### src/rtl/ksmc_pkg.sv
`timescale 1ns / 1ps
package ksmc_pkg;
  localparam int unsigned MaxFramesDef = 64;
  localparam int unsigned CostWidthDef = 32;
  localparam int unsigned SumWidth     = 48;
  localparam int unsigned CfgWidth     = 7;
  localparam int unsigned IdxWidth     = 6;

  localparam logic [1:0] CfgFrameCount  = 2'd0;
  localparam logic [1:0] CfgSelectCount = 2'd1;
  localparam logic [1:0] CfgMaxLen      = 2'd2;

  localparam logic signed [SumWidth-1:0] SumMax = {1'b0, {(SumWidth-1){1'b1}}};
  localparam logic signed [SumWidth-1:0] SumMin = {1'b1, {(SumWidth-1){1'b0}}};

  function automatic logic signed [SumWidth-1:0] sat_add(
    input logic signed [SumWidth-1:0] a, input logic signed [SumWidth-1:0] b);
    logic signed [SumWidth:0] s;
    s = {a[SumWidth-1], a} + {b[SumWidth-1], b};
    if (s[SumWidth] != s[SumWidth-1]) begin
      sat_add = s[SumWidth] ? SumMin : SumMax;
    end else begin
      sat_add = s[SumWidth-1:0];
    end
  endfunction
endpackage

### src/rtl/ksmc_divider.sv
`timescale 1ns / 1ps
// Restoring divider, one quotient bit per cycle: q = num / den, 13 by 7 bits.
module ksmc_divider (
  input  logic        clk_i,
  input  logic        rst_ni,
  input  logic        start_i,
  input  logic [12:0] num_i,
  input  logic [6:0]  den_i,
  output logic        done_o,
  output logic [12:0] quo_o
);
  import ksmc_pkg::*;
  logic [3:0]  cnt_q, cnt_d;
  logic        busy_q, busy_d;
  logic [12:0] quo_q, quo_d;
  logic [7:0]  rem_q, rem_d;
  logic [6:0]  den_q, den_d;
  logic [8:0]  trial;

  always_comb begin
    cnt_d = cnt_q; busy_d = busy_q; quo_d = quo_q; rem_d = rem_q; den_d = den_q;
    trial = {rem_q, quo_q[12]} - {2'b00, den_q};
    done_o = 1'b0;
    if (start_i) begin
      busy_d = 1'b1; cnt_d = 4'd0; quo_d = num_i; rem_d = 8'd0; den_d = den_i;
    end else if (busy_q) begin
      if (!trial[8]) begin
        rem_d = trial[7:0];
        quo_d = {quo_q[11:0], 1'b1};
      end else begin
        rem_d = {rem_q[6:0], quo_q[12]};
        quo_d = {quo_q[11:0], 1'b0};
      end
      cnt_d = cnt_q + 4'd1;
      if (cnt_q == 4'd12) begin
        busy_d = 1'b0;
        done_o = 1'b1;
      end
    end
  end
  assign quo_o = quo_d;

  always_ff @(posedge clk_i or negedge rst_ni) begin
    if (!rst_ni) begin
      busy_q <= 1'b0; cnt_q <= '0;
    end else begin
      busy_q <= busy_d; cnt_q <= cnt_d;
    end
  end
  always_ff @(posedge clk_i) begin
    quo_q <= quo_d; rem_q <= rem_d; den_q <= den_d;
  end
endmodule

### config.mk
export PLATFORM = sky130hd
export DESIGN_NAME = ksmc_divider
export DESIGN_NICKNAME = d
export VERILOG_FILES = /design/src/rtl/ksmc_pkg.sv /design/src/rtl/ksmc_divider.sv
export SDC_FILE = /design/constraint.sdc
export NUM_CORES = 1
export LEC_CHECK = 0
export ABC_CLOCK_PERIOD_IN_PS = 2350
export BUFFER_PORTS_ARGS = -buffer_cell sky130_fd_sc_hd__buf_2
export CORE_MARGIN = 1
export CORE_UTILIZATION = 51
export CTS_BUF_LIST = sky130_fd_sc_hd__clkbuf_8
export CTS_CLUSTER_SIZE = 30
export DETAILED_ROUTE_END_ITERATION = 8
export GPL_ROUTABILITY_DRIVEN = 0
export PLACE_DENSITY = 0.78
export SLEW_MARGIN = 15
export SYNTH_ARGS = -nofsm -noshare
export SYNTH_HDL_FRONTEND = slang
export SYNTH_SLANG_ARGS = --single-unit
### constraint.sdc
create_clock -name clk_i -period 2.35 [get_ports clk_i]
set_clock_uncertainty 0.1 [all_clocks]
set_input_delay 0.3525 -clock clk_i [delete_from_list [all_inputs] [get_ports clk_i]]
set_output_delay 0.3525 -clock clk_i [all_outputs]
set_load 0.02 [all_outputs]
==> flow_summary.json <==
{
  "nets": 297,
  "setup_ws_ns": -0.270,
  "fin_crit_ns": 2.62,
  "htree_levels": 2,
  "p_sw_frac": 0.351,
  "power_frac_clock": 0.206,
  "start_kind": "flip-flop",
  "post-route-period-util": 1.12,
  "grt-ovfl-total": 0,
  "relSlewSlack": 0.661,
  "rows": 21,
  "crit_type": "flip-flop to flip-flop",
  "synth_ff_type": "dfxtp_1",
  "cts_tree": "done",
  "yosys.area.top_type": "dfxtp_1",
  "outcome": "finished with violations",
  "yosys.area_share.adder": 0.0700,
  "start_util": 0.550,
  "hp-class": "input port to flip-flop",
  "syn-cell-area_sq_um": 1890,
  "post-dp-hpwl_um": 2900,
  "netlist.area_leader.share": 0.222,
  "synth-compound-area-share": 0.196,
  "max_cap_violations": 0,
  "routedWlPerCell_um": 15.0,
  "cts_made_buffers": 5,
  "synth_mux_area_frac": 0.0760,
  "die_w_um": 62.9,
  "crit_fanout": 5,
  "ios": 37,
  "syn_to_final_growth_pct": 36.2,
  "final_hold_viol_count": 0,
  "antenna_cells": 0,
  "async_flop_share": 0.152,
  "grt_max_degree": 34,
  "insertion_delay_ns": 0.28,
  "route.detailed.drc": 0,
  "p_per_area_nw_per_um2": 1010,
  "dpl-instance-area_sq_um": 2200,
  "power.leakage_uw": 0.00121,
  "final-setup-viol-count": 7,
  "synth.most_common_cell": "dfxtp_1",
  "grt_pass1_vias": 1561,
  "crit_path_end_kind": "flip-flop",
  "crit_required_ns": 2.45,
  "port_buffers": 36,
  "grt_pass1_wl_um": 6930,
  "synthCells": 197,
  "max_freq_mhz": 382,
  "n_fill_cell": 238,
  "fin_total_pwr_uw": 2610,
  "die_h_um": 62.9,
  "synth_top_family_by_area": "compound AO/OA/AOI/OAI gates",
  "synth_edf_count": 7,
  "placed_cells": 284,
  "route.vias.total": 1696,
  "place_ws_ns": -0.119,
  "violations": "negative setup slack",
  "seq_power_share": 0.298,
  "r2r_setup_slack_ns": -0.27,
  "synth_warnings": 0,
  "synth_fp_nets": 230,
  "ys_ff_latch": 33,
  "rsz0062_at_grt": "yes",
  "dieArea_sq_um": 3960,
  "worst-slew-pin-transition_ns": 0.507,
  "design_area_sq_um": 2580,
  "grt_antenna_before_repair": 0,
  "vias_per_cell": 5.45,
  "avgSynthCellArea_sq_um": 9.62,
  "cts.sinks": 33,
  "multi_input_area_sq_um": 1120,
  "intPower_uw": 1690,
  "regArea_sq_um": 758,
  "grt_usage": 0.221,
  "critical_path_arrival_ns": 2.72,
  "cts_buffer_depth": 2,
  "drtIter0Drc": 52,
  "maxSlewViolCount": 0,
  "routed_wl_um": 4670,
  "drt-pass1-iter-count": 5,
  "p_sw_uw": 915,
  "synth_xor_area_frac": 0.0185,
  "clk_pin_slew_ns": 0.07,
  "final_cells": 311,
  "coreArea_sq_um": 3440,
  "antenna_left": 0,
  "synth-simple-area-share": 0.155,
  "cts-root-buf": "clkbuf_8",
  "ys_top_cells_by_count": "dfxtp_1, o21ai_0, nand2_1",
  "ir_drop_mv": 0.734,
  "drive_gt1_frac": 0.392,
  "seq_area_frac_synth": 0.399,
  "p_comb_frac": 0.496,
  "yosys-top-cells-area": "dfxtp_1, edfxtp_1, mux2i_1",
  "synth_cell_types": 49
}
[worst paths after layout]
| check | startpoint | to | cells after the start |
|---|---|---|---|
| worst max-delay path | quo_q[12] | rem_q[4] | 10 |
| max in group asynchronous | rst_ni | busy_q | 2 |
| worst max register to register | quo_q[12] | rem_q[4] | 10 |
| worst min-delay path | den_i[2] | den_q[2] | 1 |
| worst min register to register | rem_q[2] | rem_q[3] | 2 |
| min in group asynchronous | rst_ni | cnt_q[3] | 2 |
[kinds of logic after synthesis]
kind of cell,Yosys count
AOI/OAI and AO/OA,52
xor gates and xnor gates,4
adders and majority gates,10
buffers and inverters,26
DFF,33
muxes,14
and+or+nand+nor,58
[through the flow]
step	hold WS (ns)	util	TNS, ns
3_5_place_dp	0.0721	0.638	-0.378
6_report	0.147	0.750	-1.00
2_1_floorplan	-0.0431	-	-0.00596
4_1_cts	0.142	0.702	-0.389
5_1_grt	0.131	0.750	-1.90
3_3_place_gp	0.0715	0.638	-0.186
[worst max-delay path, stage by stage (launching register included)]
cell and delay (ns):
dfxtp_2 0.34, inv_1 0.05, ha_2 0.18, fa_2 0.34
nand2b_4 0.16, a21oi_4 0.23, buf_6 0.13, buf_6 0.11
o41ai_4 0.07, or4_4 0.57, a311oi_2 0.26
[cells in the final DEF (no fill, tap or decap), types with 2 or more instances in the layout]
cell type  synthesis  final
buf_2              0     35
nand2_1           16     16
inv_1             14     14
nand3_1            5      5
mux2i_1           13     13
edfxtp_1           7      7
o311ai_0           3      2
a21oi_1            4      4
buf_4              0     28
ha_1               9      7
o21a_1             2      2
o2111a_2           0      2
o21ai_1            2      2
nand2b_1           3      2
dfxtp_1           21     20
or3_1              2      2
buf_6              3      7
a221oi_1           2      2
a311oi_1           6      5
xor2_1             2      2
nor3b_1            5      5
nor2b_1            3      3
xnor2_1            2      2
nor2_1            15     15
o21ai_2            0      5
nand4_1            2      2
o21ai_0           20     15
dfrtp_1            5      4
clkbuf_8           4      6
[per-layer routing]
metal,wire [um],global-route usage,vias to the layer above
li1,-,-,849
met1,2040,0.272,796
met2,2390,0.368,41
met3,176,0.0547,10
met4,60,0.0872,0
met5,0,0,-
[power groups by stage]
stage / logic (uW) / registers [uW] / clock network [uW]
floorplan: 684 / 745 / 0
global placement: 910 / 765 / 0
CTS: 1070 / 760 / 541
detailed placement: 920 / 768 / 0
finish: 1290 / 779 / 537
global route: 1400 / 790 / 571
[state kept, by name, summed over array words and instances, names as in the netlist]
| name | cells |
|---|---|
| den_q | 7 |
| rem_q | 8 |
| cnt_q | 4 |
| busy_q | 1 |
| quo_q | 13 |
[layout make-up]
class,count,share of cell area
multi-input cells,139,0.435
flip-flops and latches,33,0.294
repair buffers,71,0.184
clock buffers,6,0.0320
well taps,46,0.0223
inverters,14,0.0204
clock inverters,2,0.0131
[timing repair]
item,CTS,global route
endpoints found under the hold margin,5,0
gates cloned,0,1
gates resized for setup,12,20
setup buffers,5,12
hold buffers,1,0
pin swaps,6,15
setup endpoints to repair,5,18
No activity file was read; power rests on OpenSTA's default activity.
